[config.mk]
export PLATFORM = sky130hd
export DESIGN_NAME = pool_window_sequencer_max_pool_top
export DESIGN_NICKNAME = d
export VERILOG_FILES = /design/src/rtl/core/pwsmp_pkg.sv /design/src/rtl/core/pwsmp_config.sv /design/src/rtl/core/pwsmp_walk.sv /design/src/rtl/core/pwsmp_lane_max.sv /design/src/rtl/core/pool_window_sequencer_max_pool_top.sv
export SDC_FILE = /design/constraint.sdc
export NUM_CORES = 1
export LEC_CHECK = 0
export ABC_CLOCK_PERIOD_IN_PS = 5100
export BUFFER_PORTS_ARGS = -buffer_cell sky130_fd_sc_hd__buf_2
export CORE_MARGIN = 10
export CORE_UTILIZATION = 35
export CTS_BUF_LIST = sky130_fd_sc_hd__clkbuf_8
export DETAILED_ROUTE_END_ITERATION = 16
export PLACE_DENSITY = 0.64
export REMOVE_ABC_BUFFERS = 1
export SYNTH_ARGS = -nofsm -noshare
export SYNTH_HDL_FRONTEND = slang
export SYNTH_SLANG_ARGS = --single-unit
[constraint.sdc]
create_clock -name clk -period 5.1 [get_ports clk]
set_clock_uncertainty 0.2 [all_clocks]
set_input_delay 0.765 -clock clk [delete_from_list [all_inputs] [get_ports clk]]
set_output_delay 0.765 -clock clk [all_outputs]
set_load 0.005 [all_outputs]
[src/rtl/core/pwsmp_pkg.sv]
// ----------------------------------------------------------------------------
// pwsmp_pkg
// shared widths, register indexes, reset values and structs of the pooling
// window sequencer
// ----------------------------------------------------------------------------
package pwsmp_pkg;

  localparam int ROW_W  = 10;  // unpooled row / column and bases
  localparam int CNT_W  = 8;   // group and output row / column counters
  localparam int OFF_W  = 2;   // offsets inside the window
  localparam int POOL_W = 3;   // pool_size register
  localparam int DIM_W  = 9;   // dimension registers
  localparam int IDX_W  = 2;   // configuration register index

  localparam int DEF_LANES      = 4;
  localparam int DEF_DATA_WIDTH = 16;

  // bits of the result word below the lane maxima
  localparam int META_W = 2 * ROW_W + 3 * CNT_W;

  localparam logic [IDX_W-1:0] REG_POOL_SIZE   = 2'd0;
  localparam logic [IDX_W-1:0] REG_OUT_HEIGHT  = 2'd1;
  localparam logic [IDX_W-1:0] REG_OUT_WIDTH   = 2'd2;
  localparam logic [IDX_W-1:0] REG_CHAN_GROUPS = 2'd3;

  localparam logic [POOL_W-1:0] RST_POOL_SIZE   = 3'd2;
  localparam logic [DIM_W-1:0]  RST_OUT_HEIGHT  = 9'd16;
  localparam logic [DIM_W-1:0]  RST_OUT_WIDTH   = 9'd16;
  localparam logic [DIM_W-1:0]  RST_CHAN_GROUPS = 9'd4;

  localparam logic [POOL_W-1:0] POOL_MAX = 3'd4;
  localparam logic [DIM_W-1:0]  DIM_MAX  = 9'd256;

  // effective limits after clamping, pool 1..4 and dimensions 1..256
  typedef struct packed {
    logic [POOL_W-1:0] pool;
    logic [DIM_W-1:0]  height;
    logic [DIM_W-1:0]  width;
    logic [DIM_W-1:0]  groups;
  } limits_t;

  // position report of one request
  typedef struct packed {
    logic [ROW_W-1:0] in_row;
    logic [ROW_W-1:0] in_col;
    logic [CNT_W-1:0] chan_group;
    logic [CNT_W-1:0] out_row;
    logic [CNT_W-1:0] out_col;
    logic             window_start;
    logic             window_end;
  } pos_t;

endpackage

[src/rtl/core/pwsmp_config.sv]
// ----------------------------------------------------------------------------
// pwsmp_config
// configuration registers with clamping of the window size and dimensions
// ----------------------------------------------------------------------------
module pwsmp_config (
  input  logic                       clk,
  input  logic                       rst,
  input  logic                       wr_en,
  input  logic [pwsmp_pkg::IDX_W-1:0] wr_index,
  input  logic [pwsmp_pkg::DIM_W-1:0] wr_data,
  output pwsmp_pkg::limits_t         limits
);
  import pwsmp_pkg::*;

  logic [POOL_W-1:0] pool_size;
  logic [DIM_W-1:0]  out_height;
  logic [DIM_W-1:0]  out_width;
  logic [DIM_W-1:0]  chan_groups;

  always_ff @(posedge clk) begin
    if (rst) begin
      pool_size   <= RST_POOL_SIZE;
      out_height  <= RST_OUT_HEIGHT;
      out_width   <= RST_OUT_WIDTH;
      chan_groups <= RST_CHAN_GROUPS;
    end else if (wr_en) begin
      unique case (wr_index)
        REG_POOL_SIZE:   pool_size   <= wr_data[POOL_W-1:0];
        REG_OUT_HEIGHT:  out_height  <= wr_data;
        REG_OUT_WIDTH:   out_width   <= wr_data;
        REG_CHAN_GROUPS: chan_groups <= wr_data;
      endcase
    end
  end

  function automatic logic [DIM_W-1:0] clamp_dim(input logic [DIM_W-1:0] v);
    if (v == '0) return DIM_W'(1);
    else if (v > DIM_MAX) return DIM_MAX;
    else return v;
  endfunction

  always_comb begin
    if (pool_size == '0) limits.pool = POOL_W'(1);
    else if (pool_size > POOL_MAX) limits.pool = POOL_MAX;
    else limits.pool = pool_size;
    limits.height = clamp_dim(out_height);
    limits.width  = clamp_dim(out_width);
    limits.groups = clamp_dim(chan_groups);
  end

endmodule

[src/rtl/core/pwsmp_walk.sv]
// ----------------------------------------------------------------------------
// pwsmp_walk
// nested window / group / column / row counters and the position they report
// ----------------------------------------------------------------------------
module pwsmp_walk (
  input  logic               clk,
  input  logic               rst,
  input  logic               step,
  input  pwsmp_pkg::limits_t limits,
  output pwsmp_pkg::pos_t    pos
);
  import pwsmp_pkg::*;

  logic [ROW_W-1:0] row_base, col_base;
  logic [CNT_W-1:0] group_count, out_row_count, out_col_count;
  logic [OFF_W-1:0] row_offset, col_offset;

  logic col_wrap, row_wrap, group_wrap, ocol_wrap, orow_wrap;

  // a counter wraps once its next value reaches or passes the limit
  assign col_wrap   = (POOL_W'(col_offset) + POOL_W'(1)) >= limits.pool;
  assign row_wrap   = (POOL_W'(row_offset) + POOL_W'(1)) >= limits.pool;
  assign group_wrap = (DIM_W'(group_count) + DIM_W'(1)) >= limits.groups;
  assign ocol_wrap  = (DIM_W'(out_col_count) + DIM_W'(1)) >= limits.width;
  assign orow_wrap  = (DIM_W'(out_row_count) + DIM_W'(1)) >= limits.height;

  always_comb begin
    pos.in_row       = row_base + ROW_W'(row_offset);
    pos.in_col       = col_base + ROW_W'(col_offset);
    pos.chan_group   = group_count;
    pos.out_row      = out_row_count;
    pos.out_col      = out_col_count;
    pos.window_start = (row_offset == '0) && (col_offset == '0);
    pos.window_end   = col_wrap && row_wrap;
  end

  always_ff @(posedge clk) begin
    if (rst) begin
      row_base      <= '0;
      col_base      <= '0;
      group_count   <= '0;
      out_row_count <= '0;
      out_col_count <= '0;
      row_offset    <= '0;
      col_offset    <= '0;
    end else if (step) begin
      if (!col_wrap) begin
        col_offset <= col_offset + OFF_W'(1);
      end else begin
        col_offset <= '0;
        if (!row_wrap) begin
          row_offset <= row_offset + OFF_W'(1);
        end else begin
          row_offset <= '0;
          if (!group_wrap) begin
            group_count <= group_count + CNT_W'(1);
          end else begin
            group_count <= '0;
            if (!ocol_wrap) begin
              out_col_count <= out_col_count + CNT_W'(1);
              col_base      <= col_base + ROW_W'(limits.pool);
            end else begin
              out_col_count <= '0;
              col_base      <= '0;
              if (!orow_wrap) begin
                out_row_count <= out_row_count + CNT_W'(1);
                row_base      <= row_base + ROW_W'(limits.pool);
              end else begin
                out_row_count <= '0;
                row_base      <= '0;
              end
            end
          end
        end
      end
    end
  end

endmodule

[src/rtl/core/pwsmp_lane_max.sv]
// ----------------------------------------------------------------------------
// pwsmp_lane_max
// per-lane running maximum, restarted on the first request of a window
// ----------------------------------------------------------------------------
module pwsmp_lane_max #(
  parameter int LANES      = pwsmp_pkg::DEF_LANES,
  parameter int DATA_WIDTH = pwsmp_pkg::DEF_DATA_WIDTH
) (
  input  logic                        clk,
  input  logic                        step,
  input  logic                        start,
  input  logic [LANES*DATA_WIDTH-1:0] lanes,
  output logic [LANES*DATA_WIDTH-1:0] maxima
);

  logic signed [DATA_WIDTH-1:0] cur [LANES];

  for (genvar i = 0; i < LANES; i++) begin : g_lane
    logic signed [DATA_WIDTH-1:0] v;
    assign v = lanes[i*DATA_WIDTH +: DATA_WIDTH];

    always_ff @(posedge clk) begin
      if (step && (start || (v > cur[i]))) begin
        cur[i] <= v;
      end
    end

    // the registers hold until the next request, so they double as output
    assign maxima[i*DATA_WIDTH +: DATA_WIDTH] = cur[i];
  end

endmodule

[src/rtl/core/pool_window_sequencer_max_pool_top.sv]
// ----------------------------------------------------------------------------
// pool_window_sequencer_max_pool_top
// a result is registered and appears in the cycle after its request is accepted
// throughput: one request per cycle while results are taken, set by the single result register stage
// s_tready stays high while the result register is empty or being taken
// reset: synchronous; counters go to zero, registers to their defaults,
// the result register empties; lane maxima are rewritten on the first request
// ----------------------------------------------------------------------------
module pool_window_sequencer_max_pool_top #(
  parameter int LANES      = pwsmp_pkg::DEF_LANES,
  parameter int DATA_WIDTH = pwsmp_pkg::DEF_DATA_WIDTH
) (
  input  logic                        clk,
  input  logic                        rst,
  // input stream
  input  logic                        s_tvalid,
  output logic                        s_tready,
  // lane_0 .. lane_(LANES-1), zero padded to bytes
  input  logic [((LANES*DATA_WIDTH+7)/8)*8-1:0] s_tdata,
  // result stream
  output logic                        m_tvalid,
  input  logic                        m_tready,
  // in_row, in_col, chan_group, out_row, out_col, max_0 .. max_(LANES-1),
  // zero padded to bytes
  output logic [((pwsmp_pkg::META_W+LANES*DATA_WIDTH+7)/8)*8-1:0] m_tdata,
  output logic                        m_tuser,  // window_start
  output logic                        m_tlast,  // window_end
  // configuration writes
  input  logic                        cfg_valid,
  output logic                        cfg_ready,
  input  logic [pwsmp_pkg::IDX_W-1:0] cfg_index,
  input  logic [pwsmp_pkg::DIM_W-1:0] cfg_data
);
  import pwsmp_pkg::*;

  localparam int LANE_BITS  = LANES * DATA_WIDTH;
  localparam int OUT_TDATA_W = ((META_W + LANE_BITS + 7) / 8) * 8;

  limits_t limits;
  pos_t    pos, pos_q;
  logic    step;
  logic [LANE_BITS-1:0] maxima;

  assign cfg_ready = 1'b1;
  assign s_tready  = !m_tvalid || m_tready;
  assign step      = s_tvalid && s_tready;

  pwsmp_config u_config (
    .clk      (clk),
    .rst      (rst),
    .wr_en    (cfg_valid && cfg_ready),
    .wr_index (cfg_index),
    .wr_data  (cfg_data),
    .limits   (limits)
  );

  pwsmp_walk u_walk (
    .clk    (clk),
    .rst    (rst),
    .step   (step),
    .limits (limits),
    .pos    (pos)
  );

  pwsmp_lane_max #(
    .LANES      (LANES),
    .DATA_WIDTH (DATA_WIDTH)
  ) u_lane_max (
    .clk    (clk),
    .step   (step),
    .start  (pos.window_start),
    .lanes  (s_tdata[LANE_BITS-1:0]),
    .maxima (maxima)
  );

  always_ff @(posedge clk) begin
    if (rst) begin
      m_tvalid <= 1'b0;
    end else if (step) begin
      m_tvalid <= 1'b1;
    end else if (m_tready) begin
      m_tvalid <= 1'b0;
    end
  end

  always_ff @(posedge clk) begin
    if (step) begin
      pos_q <= pos;
    end
  end

  assign m_tdata = OUT_TDATA_W'({maxima, pos_q.out_col, pos_q.out_row,
                                 pos_q.chan_group, pos_q.in_col, pos_q.in_row});
  assign m_tuser = pos_q.window_start;
  assign m_tlast = pos_q.window_end;

endmodule

Yosys cells after proc, flatten, opt, wreduce, memory -nomap -nowiden
Memory sizes are Yosys's and may differ from the RTL's.
Cells that the tools add are included.
{"block": "totals", "regBits": 125, "mem_bits_rw": 64, "in_bits": 80, "elab_cells": 104, "memories": 1}
{"name": "u_lane_max.cur", "depth": 4, "width": 16, "read_ports": 4, "rd_ports_with_merged_regs": 0, "write_ports": 4, "line_no": "pwsmp_lane_max.sv:16", "source": "logic signed [DATA_WIDTH-1:0] cur [LANES];"}
{"block": "classes", "addsub": 14, "magnitude_cmp": 13, "eq_ne": 3, "mux": 25, "reduce_logical": 29}
{"op": "> comparator 16 bit", "n": 4}
{"op": "two-way mux 9 bit", "n": 6}
{"op": "adder 8 x 1 -> 9 bit, second input constant", "n": 3}
{"op": "greater-or-equal comparator 9 bit", "n": 3}
{"op": "> comparator 9 bit, second input constant", "n": 3}
{"op": "zero test 9 bit", "n": 3}
{"op": "adder 8 x 1 -> 8 bit, second input constant", "n": 3}
{"op": "two-way mux 8 bit", "n": 3}
{"op": "adder 10 x 2 -> 10 bit", "n": 2}
{"op": "adder 10 x 3 -> 10 bit", "n": 2}
{"op": "two-way mux 10 bit", "n": 2}
{"op": "two-way mux 1 bit", "n": 10}
{"op": "AND reduction 2 bit", "n": 5}
{"op": "logical AND 1 bit", "n": 7}
{"op": "adder 2 x 1 -> 3 bit, second input constant", "n": 2}
{"op": "greater-or-equal comparator 3 bit", "n": 2}
{"op": "zero test 2 bit", "n": 3}
{"op": "two-way mux 3 bit", "n": 2}
{"op": "logical OR 1 bit", "n": 5}
{"op": "AND reduction 5 bit", "n": 1}
{"op": "adder 2 x 1 -> 2 bit, second input constant", "n": 2}
{"op": "equality test 2 bit, second input constant", "n": 2}
{"op": "two-way mux 2 bit", "n": 2}
{"op": "AND reduction 4 bit", "n": 1}
{"op": "6 further kinds", "n": 6}

Depth between registers and ports, before layout
{"block": "logic_depth", "ltp_word": 6, "depth_mapped": 14}

Cells and area by module
A second synthesis with hierarchy kept.
{"block": "unflattened", "cells_unflattened": 983, "hier_area_um2": 10356.2}
{"module": "pwsmp_walk", "n_inst": 1, "cells_each": 460, "area_each_um2": 3783.6, "seq_area_each_um2": 960.9}
{"module": "pwsmp_lane_max", "n_inst": 1, "cells_each": 306, "area_each_um2": 3613.5, "seq_area_each_um2": 1921.8}
{"module": "pool_window_sequencer_max_pool_top", "n_inst": 1, "cells_each": 58, "area_each_um2": 1481.4, "seq_area_each_um2": 1401.3}
{"module": "pwsmp_config", "n_inst": 1, "cells_each": 159, "area_each_um2": 1477.7, "seq_area_each_um2": 600.6}

Worst setup path before layout
Ideal clock, no wire load.
{"block": "synth_path", "kind": "input -> register", "from": "input port s_tdata[61]", "to": "memory u_lane_max.cur[3][0] (netlist bit) (enable)", "setup_ns": 0.447, "arrival_ns": 3.838, "t_required_ns": 4.453, "slack_ns": 0.615, "cell_stages": 7, "cell_sequence": "ha_1 a21o_1 a21o_1 a21oi_1 o21ai_0 or2_2 o311ai_0"}
{"item": "from (decl)", "line_no": "pool_window_sequencer_max_pool_top.sv:19", "source": "input logic [((LANES*DATA_WIDTH+7)/8)*8-1:0] s_tdata,"}
{"item": "to (decl)", "line_no": "pwsmp_lane_max.sv:16"}

Worst setup path in the final report
{"block": "layout_path", "from": "register u_walk.group_count[0]", "to": "register u_walk.col_base[4]"}
{"block": "layout_via", "elab_chain_len": 3}
{"item": "from (decl)", "line_no": "pwsmp_walk.sv:15", "source": "logic [CNT_W-1:0] group_count, out_row_count, out_col_count;"}
{"item": "from (signal assigned)", "line_no": "pwsmp_walk.sv:56", "source": "group_count <= group_count + CNT_W'(1);"}
{"item": "adder 8 x 1 -> 9 bit", "line_no": "pwsmp_walk.sv:23", "source": "assign group_wrap = (DIM_W'(group_count) + DIM_W'(1)) >= limits.groups;"}
{"item": "greater-or-equal comparator 9 bit", "line_no": "pwsmp_walk.sv:23"}
{"item": "AND reduction 4 bit (no source line)"}
{"item": "to (signal assigned)", "line_no": "pwsmp_walk.sv:61", "source": "col_base <= col_base + ROW_W'(limits.pool);"}
{"item": "to (decl)", "line_no": "pwsmp_walk.sv:14", "source": "logic [ROW_W-1:0] row_base, col_base;"}
No other way between the ends.
A chain may end at the register's enable or synchronous reset.

==> results.sh <==
export IMPL_slowest_stage="o211ai_4"
export IMPL_cts_max_level=4
export IMPL_hold_viol=0
export IMPL_cts_hold_buffers=0
export IMPL_status="completed"
export IMPL_cts_buffers_inserted=17
export IMPL_slowest_delay_ns=0.76
export IMPL_start_util_pct=35.2
export IMPL_place_congestion=0.804
export IMPL_postRouteAntennaNets=0
export IMPL_grt_use_met3_pct=3.42
export IMPL_nets=1346
export IMPL_clock_sinks=189
export IMPL_grt_pass1_wl_um=40500
export IMPL_grt_overflow=0
export IMPL_cts_buffer_depth=2
export IMPL_dpl_worst_slack_ns=1.40
export IMPL_grt_max_degree=63
export IMPL_critPathBufInv=0
export IMPL_slew_violations=0
export IMPL_worstHoldEndpoint="u_config.chan_groups[0]$_SDFFE_PP0P_"
export IMPL_end_kind="register"
export IMPL_tightest_slew_ns=0.988
export IMPL_portBuffers=191
export IMPL_vias=7690
export IMPL_cp_max_fo=36
export IMPL_p_per_area_nw_per_um2=298
export IMPL_die_h_um=190
export IMPL_core_rowCount=62
export IMPL_clock_root_buffer="clkbuf_8"
export IMPL_r2r_setup_slack_ns=1.34
export IMPL_synthToLayoutAreaGrowth_pct=17.7
export IMPL_grt_use_met2_pct=22.9
export IMPL_drt_wl_total_um=25300
export IMPL_crit_family="compound AO/OA/AOI/OAI gates"
export IMPL_r2r_end="u_walk.col_base[4]$_SDFFE_PP0P_"
export IMPL_path_cells="ha_1 -> and3_1 -> and3_1 -> and3_1 -> ha_1 -> and4_1 -> a41o_1 -> o211ai_4 -> o21ai_1 -> a21oi_1"
export IMPL_ys_flop_type="edfxtp_1"
export IMPL_netlist_area_um2=10100
export IMPL_p_comb_share_pct=17.7
export IMPL_ios=197
export IMPL_synth_distinct_cells=65
export IMPL_clk_latency_ns=0.48
export IMPL_dr_pass1_iters=5
export IMPL_avgViaCountPerCell=4.98
export IMPL_critPathLaunch="u_walk.group_count[0]$_SDFFE_PP0P_"
export IMPL_leakage_nw=5.31
export IMPL_async_reset_ff_share_pct=0
export IMPL_core_area_um2=28500
export IMPL_post_route_period_util_pct=73.6
export IMPL_yosysWarnings=0
export IMPL_wl_per_cell_um=16.4
export IMPL_dp_hpwl_um=19700
export IMPL_timing_rr_start="u_walk.group_count[0]$_SDFFE_PP0P_"
export IMPL_netSwitchingPower_mw=1.05
export IMPL_drive_above_1_share_pct=20.9
export IMPL_rsz0062_at_grt="false"
export IMPL_total_power_mw=3.53
export IMPL_path_class="reg2reg"
export IMPL_cts_resized=0
export IMPL_internal_power_mw=2.48
export IMPL_antenna_cells=0
export IMPL_globalRouteTotalUtil_pct=13.9
export IMPL_synth_edf_count=110
export IMPL_drc_errors=0
export IMPL_cts_tree="done"
export IMPL_fmax_ghz=0.266
export IMPL_cp_required_ns=5.29
export IMPL_min_period_ns=3.76
export IMPL_max_slew_margin_pct=33.8
export IMPL_hold_start="u_config.chan_groups[0]$_SDFFE_PP0P_"
export IMPL_drt_iter0_drc=384
export IMPL_yosysSeqAreaShare_pct=48.5
export IMPL_r2r_cells=10
export IMPL_gr_usage_met1_pct=17.8
export IMPL_start_kind="register"
export IMPL_setup_slack_ns=1.34
export IMPL_setup_viol=0
export IMPL_drv_cap=0
export IMPL_power_frac_seq_pct=51.6
export IMPL_post_cts_buffers=0
export IMPL_finalSetupTns_ns=0
export IMPL_avgSynthCellArea_um2=10.5
export IMPL_cp_arrival_ns=3.95
export IMPL_grt_pass1_vias=7681
export IMPL_synth_seq_cells=189
export IMPL_cp_depth=10
export IMPL_ir_drop_uv=130
export IMPL_swShare_pct=29.7
export IMPL_holdPathStages=2
export IMPL_antenna_found_initial=0
export IMPL_path_common_cell="and3_1"
export IMPL_synth_cells=962
export IMPL_p_clk_share_pct=30.7
export IMPL_hold_class="reg2reg"
export IMPL_grt_busiest_layer="met2"
export IMPL_design_die_area_um2=35900
export IMPL_cts_clk_slew_worst_paths_ns=0.10
export IMPL_fp_dieW_um=190
layout make-up:
class                      instances  area [um^2]
clock buffer                      17          234
clock inverter                    15          196
fill                            2888        16700
inverter                          91          342
multi-input combinational        653         4710
sequential                       189         4880
tap                              384          480
timing repair buffer             196          993
tightest hold or removal path, stage by stage, from the launching register on:
cell and delay, ns:
dfxtp_1 0.33, nand2_1 0.05, a21oi_1 0.05
metrics by stage:
stage | util (%) | hold slack, ns | cell area [um^2] | instances
after floorplan | - | 0.230 | 9920 | 933
after CTS | 41.5 | 0.242 | 11800 | 1545
final | 41.5 | 0.268 | 11800 | 1545
after detailed placement | 40.0 | 0.260 | 11400 | 1513
after global routing | 41.5 | 0.233 | 11800 | 1545
after global placement | 40.0 | 0.248 | 11400 | 1513
worst max-delay path by stage:
stage                                            endpoint  slack (ns)
after CTS                 u_walk.col_base[4]$_SDFFE_PP0P_        1.35
after floorplan            u_lane_max.cur[3][0]$_DFFE_PP_        0.62
after global routing      u_walk.col_base[7]$_SDFFE_PP0P_        1.05
after detailed placement  u_walk.col_base[7]$_SDFFE_PP0P_        1.40
after global placement    u_walk.col_base[7]$_SDFFE_PP0P_        1.48
final                     u_walk.col_base[4]$_SDFFE_PP0P_        1.34
synthesized netlist by cell type (5+ instances only):
cell	n	area (um^2)
a211oi_1	7	52.6
a21o_1	20	150
a21oi_1	76	380
a22o_1	5	43.8
a32o_1	7	70.1
and3_1	14	87.6
buf_2	6	30.0
buf_4	7	52.6
clkbuf_1	16	60.1
dfxtp_1	79	1580
edfxtp_1	110	3300
ha_1	114	1430
inv_1	87	327
mux2i_1	10	100
nand2_1	103	387
nand2b_1	8	50.1
nand3_1	24	120
nand4_1	30	188
nor2_1	46	173
nor2b_1	8	50.1
nor3_1	9	45.0
nor3b_1	8	60.1
nor4_1	8	50.1
o211ai_1	10	75.1
o21ai_0	22	110
or3_1	8	50.1
xnor2_1	16	140
xor2_1	25	219
flip-flops by register name (all words and copies together) (netlist names), 2 cells and up:
name	count
u_config.out_height	9
u_walk.out_col_count	8
u_lane_max.cur	64
u_config.pool_size	3
u_walk.col_offset	2
u_walk.row_offset	2
u_walk.group_count	8
u_walk.col_base	10
u_walk.out_row_count	8
m_tdata	44
u_config.chan_groups	9
u_config.out_width	9
u_walk.row_base	10
cell usage in the layout, fill, tap and decap left out, drive strengths merged, types with 17 or more instances in the layout:
cell type / synthesis / routed
xor2: 25 / 25
ha: 114 / 114
a21oi: 76 / 76
edfxtp: 110 / 110
a21o: 20 / 20
dfxtp: 79 / 79
clkbuf: 16 / 17
nand3: 24 / 24
buf: 16 / 196
inv: 87 / 99
nor2: 47 / 47
o21ai: 25 / 25
nand2: 104 / 104
nand4: 30 / 30
power groups by stage:
stage | combinational, mW | clock (mW) | sequential, mW
finish | 0.625 | 1.08 | 1.82
floorplan | 0.332 | 0 | 1.86
CTS | 0.637 | 1.12 | 1.82
global route | 0.719 | 1.19 | 1.83
detailed placement | 0.633 | 0 | 1.86
global placement | 0.621 | 0 | 1.85
layer usage:
metal / wire length (um) / vias up
met5: 0 / -
met4: 338 / 0
met3: 1570 / 19
met2: 11800 / 217
met1: 11600 / 3611
li1: - / 3843
logic make-up (layout without fill, tap and decap cells):
logic type	after synthesis	count (layout)	share of synthesized area (%)
AND/OR/NAND/NOR	287	287	14.1
other	2	5	0.0746
XOR/XNOR	41	41	3.57
multiplexers	10	10	0.995
buffers and inverters	123	319	4.92
adder cells (fa/ha/maj)	118	118	15.0
flip-flops	189	189	48.5
AO/OA/AOI/OAI	192	192	12.8
No activity file was read; power rests on OpenSTA's default activity.
